`src/rtl/bdf2_pkg.sv`:
```
// shared types and fixed-point constants for the direct form II biquad
package bdf2_pkg;

   localparam int SAMPLE_BITS    = 24;
   localparam int COEF_BITS      = 32;
   localparam int COEF_FRAC_BITS = 28;
   localparam int STATE_BITS     = 32;

   localparam int SAMPLE_FRAC = SAMPLE_BITS - 1;
   localparam int STATE_FRAC  = STATE_BITS - 8;
   localparam int ACC_FRAC    = COEF_FRAC_BITS + STATE_FRAC;

   // product of one coefficient and one state word
   localparam int PROD_BITS = COEF_BITS + STATE_BITS;
   // three products plus the aligned input, with a spare guard bit
   localparam int ACC_BITS  = PROD_BITS + 3;

   // alignment shifts between formats
   localparam int X_SHIFT = ACC_FRAC - SAMPLE_FRAC;
   localparam int D_SHIFT = ACC_FRAC - STATE_FRAC;
   localparam int Y_SHIFT = ACC_FRAC - SAMPLE_FRAC;

   localparam logic [ACC_BITS-1:0] D_HALF = ACC_BITS'(1) << (D_SHIFT - 1);
   localparam logic [ACC_BITS-1:0] Y_HALF = ACC_BITS'(1) << (Y_SHIFT - 1);

   localparam logic [COEF_BITS-1:0] COEF_ONE = COEF_BITS'(1) << COEF_FRAC_BITS;

   // register map
   localparam int CSR_INDEX_BITS = 3;
   localparam logic [CSR_INDEX_BITS-1:0] CSR_B0 = 3'd0;
   localparam logic [CSR_INDEX_BITS-1:0] CSR_B1 = 3'd1;
   localparam logic [CSR_INDEX_BITS-1:0] CSR_B2 = 3'd2;
   localparam logic [CSR_INDEX_BITS-1:0] CSR_A1 = 3'd3;
   localparam logic [CSR_INDEX_BITS-1:0] CSR_A2 = 3'd4;

   typedef struct packed {
      logic signed [SAMPLE_BITS-1:0] sample_in;
      logic                          last_in;
   } req_payload_type;

   typedef struct packed {
      logic signed [SAMPLE_BITS-1:0] sample_out;
      logic                          clipped;
      logic                          last_out;
   } rsp_payload_type;

endpackage

```
`src/rtl/biquad_df2_filter_unit.sv`:
```
// direct form II biquad section around one shared multiply-accumulate unit
//
//   channel  direction  ports                               moves
//   req      in         req_valid req_ready req_payload     one sample per request
//   rsp      out        rsp_valid rsp_ready rsp_payload     one filtered sample
//   csr      in         csr_valid csr_ready csr_index/data  one coefficient write
//
// a request runs through all the sequencer steps before the next one is taken: the single
// 32x32 multiplier is used five times, each product registered before it is
// accumulated, plus one step each to narrow the node and the output.
// reset (synchronous, active high) clears the delay words and loads b0 = 1.0.
// the result sits in an output register; a new request is taken while it waits,
// and only the final narrowing step holds if the previous result is still there.
module biquad_df2_filter_unit (
   input  logic                              clock,
   input  logic                              reset,
   input  logic                              req_valid,
   output logic                              req_ready,
   input  bdf2_pkg::req_payload_type         req_payload,
   output logic                              rsp_valid,
   input  logic                              rsp_ready,
   output bdf2_pkg::rsp_payload_type         rsp_payload,
   input  logic                              csr_valid,
   output logic                              csr_ready,
   input  logic [bdf2_pkg::CSR_INDEX_BITS-1:0] csr_index,
   input  logic [bdf2_pkg::COEF_BITS-1:0]    csr_data
);
   import bdf2_pkg::*;

   // sequencer steps
   localparam logic [3:0] ST_IDLE   = 4'd0;
   localparam logic [3:0] ST_MUL_A1 = 4'd1;  // prod = a1*w1
   localparam logic [3:0] ST_MUL_A2 = 4'd2;  // acc -= prod, prod = a2*w2
   localparam logic [3:0] ST_SUB_A2 = 4'd3;  // acc -= prod
   localparam logic [3:0] ST_NODE   = 4'd4;  // narrow acc into d
   localparam logic [3:0] ST_MUL_B0 = 4'd5;  // prod = b0*d
   localparam logic [3:0] ST_MUL_B1 = 4'd6;  // acc += prod, prod = b1*w1
   localparam logic [3:0] ST_MUL_B2 = 4'd7;  // acc += prod, prod = b2*w2
   localparam logic [3:0] ST_ADD_B2 = 4'd8;  // acc += prod
   localparam logic [3:0] ST_OUT    = 4'd9;  // narrow acc into y, shift delay line

   logic [3:0] state_ff, state_in;

   logic signed [COEF_BITS-1:0]  b0_ff, b1_ff, b2_ff, a1_ff, a2_ff;
   logic signed [STATE_BITS-1:0] w1_ff, w1_in, w2_ff, w2_in, d_ff, d_in;
   logic signed [ACC_BITS-1:0]   acc_ff, acc_in;
   logic signed [PROD_BITS-1:0]  prod_ff, prod_in;
   logic                         clip_ff, clip_in;
   logic                         last_ff, last_in;
   logic                         rsp_valid_ff, rsp_valid_in;
   rsp_payload_type              rsp_payload_ff, rsp_payload_in;

   // shared multiplier operands
   logic signed [COEF_BITS-1:0]  mul_coef;
   logic signed [STATE_BITS-1:0] mul_word;
   logic signed [PROD_BITS-1:0]  mul_result;

   // narrowing of the accumulator
   logic [ACC_BITS-1:0]                          d_round, y_round;
   logic [ACC_BITS-D_SHIFT-STATE_BITS:0]         d_upper;
   logic [ACC_BITS-Y_SHIFT-SAMPLE_BITS:0]        y_upper;
   logic                                         d_fits, y_fits;
   logic signed [STATE_BITS-1:0]                 d_sat;
   logic signed [SAMPLE_BITS-1:0]                y_sat;

   logic req_fire, rsp_fire, out_hold;

   assign req_ready   = (state_ff == ST_IDLE);
   assign req_fire    = req_valid && req_ready;
   assign rsp_fire    = rsp_valid_ff && rsp_ready;
   assign rsp_valid   = rsp_valid_ff;
   assign rsp_payload = rsp_payload_ff;
   assign csr_ready   = 1'b1;

   // the previous result still waits, so the output step holds
   assign out_hold = rsp_valid_ff && !rsp_ready;

   // operand select for the one multiplier
   always_comb begin
      mul_coef = a1_ff;
      mul_word = w1_ff;
      case (state_ff)
         ST_MUL_A1: begin
            mul_coef = a1_ff;
            mul_word = w1_ff;
         end
         ST_MUL_A2: begin
            mul_coef = a2_ff;
            mul_word = w2_ff;
         end
         ST_MUL_B0: begin
            mul_coef = b0_ff;
            mul_word = d_ff;
         end
         ST_MUL_B1: begin
            mul_coef = b1_ff;
            mul_word = w1_ff;
         end
         ST_MUL_B2: begin
            mul_coef = b2_ff;
            mul_word = w2_ff;
         end
         default: begin
            mul_coef = a1_ff;
            mul_word = w1_ff;
         end
      endcase
   end

   assign mul_result = PROD_BITS'(mul_coef * mul_word);

   // node: round half up to the state format, then saturate
   assign d_round = acc_ff + D_HALF;
   assign d_upper = d_round[ACC_BITS-1:D_SHIFT+STATE_BITS-1];
   assign d_fits  = (&d_upper) || !(|d_upper);
   assign d_sat   = d_fits ? d_round[D_SHIFT +: STATE_BITS]
                  : (d_round[ACC_BITS-1] ? {1'b1, {(STATE_BITS-1){1'b0}}}
                                         : {1'b0, {(STATE_BITS-1){1'b1}}});

   // output: round half up to the sample format, then saturate
   assign y_round = acc_ff + Y_HALF;
   assign y_upper = y_round[ACC_BITS-1:Y_SHIFT+SAMPLE_BITS-1];
   assign y_fits  = (&y_upper) || !(|y_upper);
   assign y_sat   = y_fits ? y_round[Y_SHIFT +: SAMPLE_BITS]
                  : (y_round[ACC_BITS-1] ? {1'b1, {(SAMPLE_BITS-1){1'b0}}}
                                         : {1'b0, {(SAMPLE_BITS-1){1'b1}}});

   // sequencer and datapath next values
   always_comb begin
      state_in       = state_ff;
      acc_in         = acc_ff;
      prod_in        = prod_ff;
      d_in           = d_ff;
      w1_in          = w1_ff;
      w2_in          = w2_ff;
      clip_in        = clip_ff;
      last_in        = last_ff;
      rsp_valid_in   = rsp_fire ? 1'b0 : rsp_valid_ff;
      rsp_payload_in = rsp_payload_ff;
      case (state_ff)
         ST_IDLE: begin
            if (req_fire) begin
               // input aligned to the accumulator fraction
               acc_in   = ACC_BITS'(req_payload.sample_in) <<< X_SHIFT;
               last_in  = req_payload.last_in;
               clip_in  = 1'b0;
               state_in = ST_MUL_A1;
            end
         end
         ST_MUL_A1: begin
            prod_in  = mul_result;
            state_in = ST_MUL_A2;
         end
         ST_MUL_A2: begin
            acc_in   = acc_ff - ACC_BITS'(prod_ff);
            prod_in  = mul_result;
            state_in = ST_SUB_A2;
         end
         ST_SUB_A2: begin
            acc_in   = acc_ff - ACC_BITS'(prod_ff);
            state_in = ST_NODE;
         end
         ST_NODE: begin
            d_in     = d_sat;
            clip_in  = !d_fits;
            acc_in   = '0;
            state_in = ST_MUL_B0;
         end
         ST_MUL_B0: begin
            prod_in  = mul_result;
            state_in = ST_MUL_B1;
         end
         ST_MUL_B1: begin
            acc_in   = acc_ff + ACC_BITS'(prod_ff);
            prod_in  = mul_result;
            state_in = ST_MUL_B2;
         end
         ST_MUL_B2: begin
            acc_in   = acc_ff + ACC_BITS'(prod_ff);
            prod_in  = mul_result;
            state_in = ST_ADD_B2;
         end
         ST_ADD_B2: begin
            acc_in   = acc_ff + ACC_BITS'(prod_ff);
            state_in = ST_OUT;
         end
         ST_OUT: begin
            if (!out_hold) begin
               rsp_valid_in              = 1'b1;
               rsp_payload_in.sample_out = y_sat;
               rsp_payload_in.clipped    = clip_ff || !y_fits;
               rsp_payload_in.last_out   = last_ff;
               w2_in                     = w1_ff;
               w1_in                     = d_ff;
               state_in                  = ST_IDLE;
            end
         end
         default: begin
            state_in = ST_IDLE;
         end
      endcase
   end

   // control state and delay line
   always_ff @(posedge clock) begin
      if (reset) begin
         state_ff     <= ST_IDLE;
         rsp_valid_ff <= 1'b0;
         w1_ff        <= '0;
         w2_ff        <= '0;
      end else begin
         state_ff     <= state_in;
         rsp_valid_ff <= rsp_valid_in;
         w1_ff        <= w1_in;
         w2_ff        <= w2_in;
      end
   end

   // payload registers
   always_ff @(posedge clock) begin
      acc_ff         <= acc_in;
      prod_ff        <= prod_in;
      d_ff           <= d_in;
      clip_ff        <= clip_in;
      last_ff        <= last_in;
      rsp_payload_ff <= rsp_payload_in;
   end

   // coefficient registers, writes beyond the map are dropped
   always_ff @(posedge clock) begin
      if (reset) begin
         b0_ff <= COEF_ONE;
         b1_ff <= '0;
         b2_ff <= '0;
         a1_ff <= '0;
         a2_ff <= '0;
      end else if (csr_valid && csr_ready) begin
         case (csr_index)
            CSR_B0:  b0_ff <= csr_data;
            CSR_B1:  b1_ff <= csr_data;
            CSR_B2:  b2_ff <= csr_data;
            CSR_A1:  a1_ff <= csr_data;
            CSR_A2:  a2_ff <= csr_data;
            default: ;
         endcase
      end
   end

endmodule

```
`config.mk`:
```
export PLATFORM = sky130hd
export DESIGN_NAME = biquad_df2_filter_unit
export DESIGN_NICKNAME = d
export VERILOG_FILES = /design/src/rtl/bdf2_pkg.sv /design/src/rtl/biquad_df2_filter_unit.sv
export SDC_FILE = /design/constraint.sdc
export NUM_CORES = 2
export LEC_CHECK = 0
export BUFFER_PORTS_ARGS = -buffer_cell sky130_fd_sc_hd__buf_4
export CAP_MARGIN = 5
export CORE_ASPECT_RATIO = 1.75
export CORE_MARGIN = 10
export CORE_UTILIZATION = 60
export CTS_BUF_LIST = sky130_fd_sc_hd__clkbuf_4 sky130_fd_sc_hd__clkbuf_8
export CTS_CLUSTER_SIZE = 14
export DETAILED_ROUTE_END_ITERATION = 12
export PLACE_DENSITY_LB_ADDON = 0.08
export SYNTH_ARGS = -nofsm -noshare
export SYNTH_HDL_FRONTEND = slang
export SYNTH_SLANG_ARGS = --single-unit
```
`constraint.sdc`:
```
create_clock -name clock -period 19.03 [get_ports clock]
set_input_delay 0 -clock clock [delete_from_list [all_inputs] [get_ports clock]]
set_output_delay 0 -clock clock [all_outputs]
set_load 0.05 [all_outputs]
```
; ---- After elaboration in Yosys (flattened, before gate mapping)
; Index checks and enable logic that the tools add are counted.
[word_totals]
ff_bits = 420
inputBits = 65
out_inout_bits = 29
elab_cells = 87
[op_classes]
addsub = 4
mul = 1
eq_ne = 15
muxes = 16
bitwise_logic = 1
reduce_logical = 33
[op_table]
columns = op, n
row1 = one-hot mux 67 bit (4 select lines), 1
row2 = one-hot mux 32 bit (4 select lines), 1
row3 = adder 67 x 28 -> 67 bit (second input constant), 1
row4 = adder 67 x 29 -> 67 bit (second input constant), 1
row5 = adder 67 x 64 -> 67 bit, 1
row6 = two-way mux 67 bit, 1
row7 = subtractor 67 x 64 -> 67 bit, 1
row8 = multiplier 32 x 32 -> 64 bit, 1
row9 = two-way mux 32 bit, 2
row10 = one-hot mux 32 bit (2 select lines), 1
row11 = two-way mux 24 bit, 2
row12 = one-hot mux 4 bit (10 select lines), 1
row13 = AND reduction 2 bit, 10
row14 = == test 4 x 3 -> 1 bit (second input constant), 4
row15 = AND reduction 15 bit, 1
row16 = OR reduction 15 bit, 1
row17 = == test 4 x 2 -> 1 bit (second input constant), 2
row18 = == test 4 bit (second input constant), 2
row19 = two-way mux 4 bit, 2
row20 = AND reduction 8 bit, 1
row21 = OR reduction 8 bit, 1
row22 = == test 3 x 2 -> 1 bit (second input constant), 2
row23 = logical NOT 1 bit, 5
row24 = OR reduction 5 bit, 1
row25 = other kinds (16), 24

; ---- Depth between registers and ports, before layout
[logic_depth]
depth_word = 6
mapped_depth = 40
mapped_depth_nobuf = 34

; ---- Worst setup path before layout
; Ideal clock, no wire load.
[synth_path]
path_type = register to register
from = register state_ff[1]
to = register prod_ff[60] (data pin)
setup_time_ns = 0.273
t_arrival_ns = 10.104
required_ns = 18.757
setup_slack_ns = 8.653
stages_incl_launch_ff = 39
n_path_buf = 6
synth_period_minus_slack_ns = 10.377
path_cell_list = dfxtp_1 > clkbuf_1 > nor2b_1 > and3_1 > clkbuf_1 > or2_2 > clkbuf_1 > or3_1 > clkbuf_1 > clkbuf_1 > nand3_1 > o21a_1 > clkbuf_1 > nand2_1 > inv_1 > fa_1 > inv_1 > fa_1 > [... 3 more ...] > inv_1 > fa_1 > inv_1 > fa_1 > fa_1 > inv_1 > fa_1 > inv_1 > ha_1 > and3_1 > and2_1 > a21bo_2 > a21oi_1 > nor4_1 > a21oi_1 > a211oi_1 > mux2i_1 > o2111ai_1
[synth_via]
elab_chain_cells = 4
elab_cells_between_ends = 8
cone_classes = mul (1) / eq/ne (4) / mux (2) / reduce/logical (1)
[synth_rtl]
columns = item, line
row1 = "start, declared", biquad_df2_filter_unit.sv:42  ; logic [3:0] state_ff, state_in;
row2 = "start signal, assigned", biquad_df2_filter_unit.sv:212  ; state_ff <= state_in;
row3 = == test 4 x 3 -> 1 bit / == test 4 x 2 -> 1 bit (equally long branches), biquad_df2_filter_unit.sv:82  ; case (state_ff)
row4 = OR reduction 2 bit (no line), n/a
row5 = one-hot mux 32 bit (2 select lines), biquad_df2_filter_unit.sv:82
row6 = multiplier 32 x 32 -> 64 bit (*), biquad_df2_filter_unit.sv:110  ; assign mul_result = PROD_BITS'(mul_coef * mul_word);
row7 = named net mul_result[60], biquad_df2_filter_unit.sv:56  ; logic signed [PROD_BITS-1:0] mul_result;
row8 = "end signal, assigned", biquad_df2_filter_unit.sv:222  ; prod_ff <= prod_in;
row9 = "end, declared", biquad_df2_filter_unit.sv:47  ; logic signed [PROD_BITS-1:0] prod_ff, prod_in;
; Mark *: on every way through the listed nets, which the timed path passes. The rest lies on a longest branch.
; A chain may end at the register's enable or synchronous reset.

; ---- Worst setup path after layout
[layout_path]
from = register state_ff[3]
to = register prod_ff[60] (data pin)
; Same word-level chain as after synthesis.

==> run summary <==
status: finished, final reports clean
biggest regs: acc_ff x67, prod_ff x64
Yosys cell types: 81
CP Class: register to register
most frequent cells in the layout: nand2_1, fa_1, inv_1
initial antenna violation count: 7
Largest stage delay, worst path: 880 ps
antenna viol nets, final: 0
Synth Area per Inst: 8.77 um^2
Syn Nets: 8076
DR WL/cell: 25.3 um
pre-CTS setup slack: 6850 ps
Site Rows: 151
fin crit period: 12140 ps
first-pass GRT wire length: 306 mm
IO buf count: 92
area grow syn2layout: 7.33%
CP required: 19490 ps
startpoint types: register
Synth Warn #: 0
Biggest register: acc_ff
worst vdd ir: 157 uV
Switching Fraction: 48.2%
First-pass DRT Iterations: 6
Fin. Hold Viols: 0
Internal: 0.00255 W
max cap viols: 0
flops & latches, synth: 420
Final Power: 0.00492 W
Worst-path clk slew: 80 ps
complex-gate fraction of the synthesized area: 11.0%
largest net degree at the start of global routing: 101
combinational share of power: 55.4%
Final Cell Area: 62800 um^2
multi-input logic area: 43200 um^2
die footprint: 111000 um^2
multiplexer area fraction after synthesis: 0.0363%
top cell type's share of synthesized area: 37.0%
final count of negative-setup-slack endpoints: 0
fmax: 82.4 MHz
Root Driver: clkbuf_8
Post-Syn Instances: 6675
Slew Viols, Final: 0
Worst path slowest cell: fa_1
prevailing post-synth register cell: dfxtp_1
vias in the first global route: 50600
Post-synth EDFFs: 191
RSZ-0062 raised after global routing: false
IO Pins: 94
sequential power share: 27.9%
Die Ht: 433 um
hpwl dp: 156 mm
Worst Slack Setup Final: 6890 ps
vias per cell: 6.03
GR Overflow Total: 0
Hold Path Class: input port to register
setup TNS: 0 ps
CTS buffer count: 58
total number of vias: 48200
pin slew with the least headroom to its limit: 1320 ps
GRT Util Overall: 36.9%
initial core utilization: 60.4%
clock share of power: 16.6%
max_slew headroom: 12.0%
clk sinks: 420
fraction of layout cells with a size suffix above 1: 6.59%
Die Span X: 256 um
CTS tree: done
Worst Path Max Fanout: 42
crit end category: register
Synth Area in Simple Gates: 15.9%
filler cell count: 8392
Async SR Flop Fraction: 0%
Final #Nets: 8056
sequential fraction of the synthesis area: 17.6%
final WL: 203 mm
commonest non-fill, non-tap cell in the layout: nand2_1
dpl cell area: 60800 um^2
Synth area leader: fa_1
core region area: 96900 um^2
RD Place Congestion: 1.04
largest family of logic cells by synthesized area: adder cells
Psw: 0.00237 W
H-tree Lvls: 2
number of flip-flops in the largest register: 67
drc violations: 0
Lkg Pwr: 28.5 nW
cell mode on critical path: fa_1
final worst-path cycle share: 63.8%
Clock Skews: 46.2 ps
Post-Syn Area: 58500 um^2
XOR/XNOR share of the synthesized area: 3.80%
Core Util, Final: 64.8%
pwr dens: 78.3 nW/um^2
Arr. time, crit path: 12590 ps
FF/Latch Area: 10300 um^2
Iteration-0 DRC Markers: 3967
synth top area cells: fa_1, edfxtp_1, dfxtp_1
Synth Area in Adders: 42.4%
Post-CTS Setup Bufs: 0
clk buf depth: 3
worst skew pair latency: 720 ps
## synthesized netlist by cell type (6+ instances only)
cell type and n:
fa_1 1083, nand2b_1 28, a22o_1 7, or2_2 16, a211o_1 8, nand3_1 90, and2_1 46, buf_1 16
a21o_1 118, a211oi_1 17, or4_1 12, o22ai_1 6, a21oi_1 395, o21ai_0 150, a221o_1 26, a22oi_1 67
edfxtp_1 191, inv_1 1057, o31ai_1 15, o21bai_1 19, nor2b_1 18, xor2_1 91, nor3_1 47, nor3b_1 6
or3_1 24, and4_1 9, xnor2_1 163, nand2_1 1124, o21a_1 32, o2111ai_1 11, nor4_1 19, a31oi_1 26
and3_1 35, clkbuf_1 348, dfxtp_1 229, a21oi_2 19, a221oi_1 32, ha_1 253, o211ai_1 14, o21ai_1 10
nor2_1 675, nand4_1 48
## power groups by stage
stage	registers (W)	logic (W)	clock network (W)
after floorplan	0.00129	0.00188	0
after global placement	0.00138	0.00263	0
after detailed placement	0.00138	0.00264	0
after CTS	0.00137	0.00268	0.000832
after global routing	0.00138	0.00296	0.000863
final	0.00137	0.00273	0.000819
## per-stage QoR
step	hold WS [ps]	cells
floorplan	98.9	6675
global placement	179	7824
detailed placement	180	7824
CTS	0.510	8004
global route	44.8	8006
finish	45.3	8006
## repair_timing
action / in CTS / in global routing
endpoints found under the setup margin: 0 / 0
hold buffers: 71 / 0
resized for setup: 0 / 0
hold endpoints to repair: 189 / 0
## worst max-delay path: cells and delay by family, from the launching register on
family,cells,cell delay (ps)
buffers and inverters,10,2270
and+or+nand+nor,8,2100
adders and majority gates,9,4840
AOI/OAI and AO/OA,6,1800
muxes,1,240
DFF,1,570
## final cells by class
type                       instances  area share (%)
sequential                       420            16.4
multi-input combinational       4824            68.7
clock buffer                      88            1.78
timing repair buffer             293            3.79
antenna                            2         0.00797
inverter                        1058            6.32
tap                             1300            2.59
clock inverter                    21           0.364
## per-layer routing
layer  track usage (%)  vias to the layer above  share of wire [%]
met5                 0                        -              0.027
li1                  -                    20900                  -
met2              63.3                     2197                 50
met3              5.71                      793                7.4
met1              40.9                    24300                 34
met4              28.5                        8                9.2
## logic make-up after synthesis
kind of cell             count (synthesis)
AND/OR/NAND/NOR                       2217
buffers and inverters                 1431
adder cells (fa/ha/maj)               1336
AO/OA/AOI/OAI                         1014
flip-flops                             420
XOR/XNOR                               254
multiplexers                             2
other                                    1
## path summary, 6_finish.rpt
check            startpoint              to  slack (ps)  cells after the start
max             state_ff[3]     prod_ff[60]        6890                     34
min          req_payload[0]         last_ff          50                      2
max reg2reg     state_ff[3]     prod_ff[60]        6890                     34
min reg2reg         last_ff  rsp_payload[0]         430                      0
No activity file was read; power rests on OpenSTA's default activity.
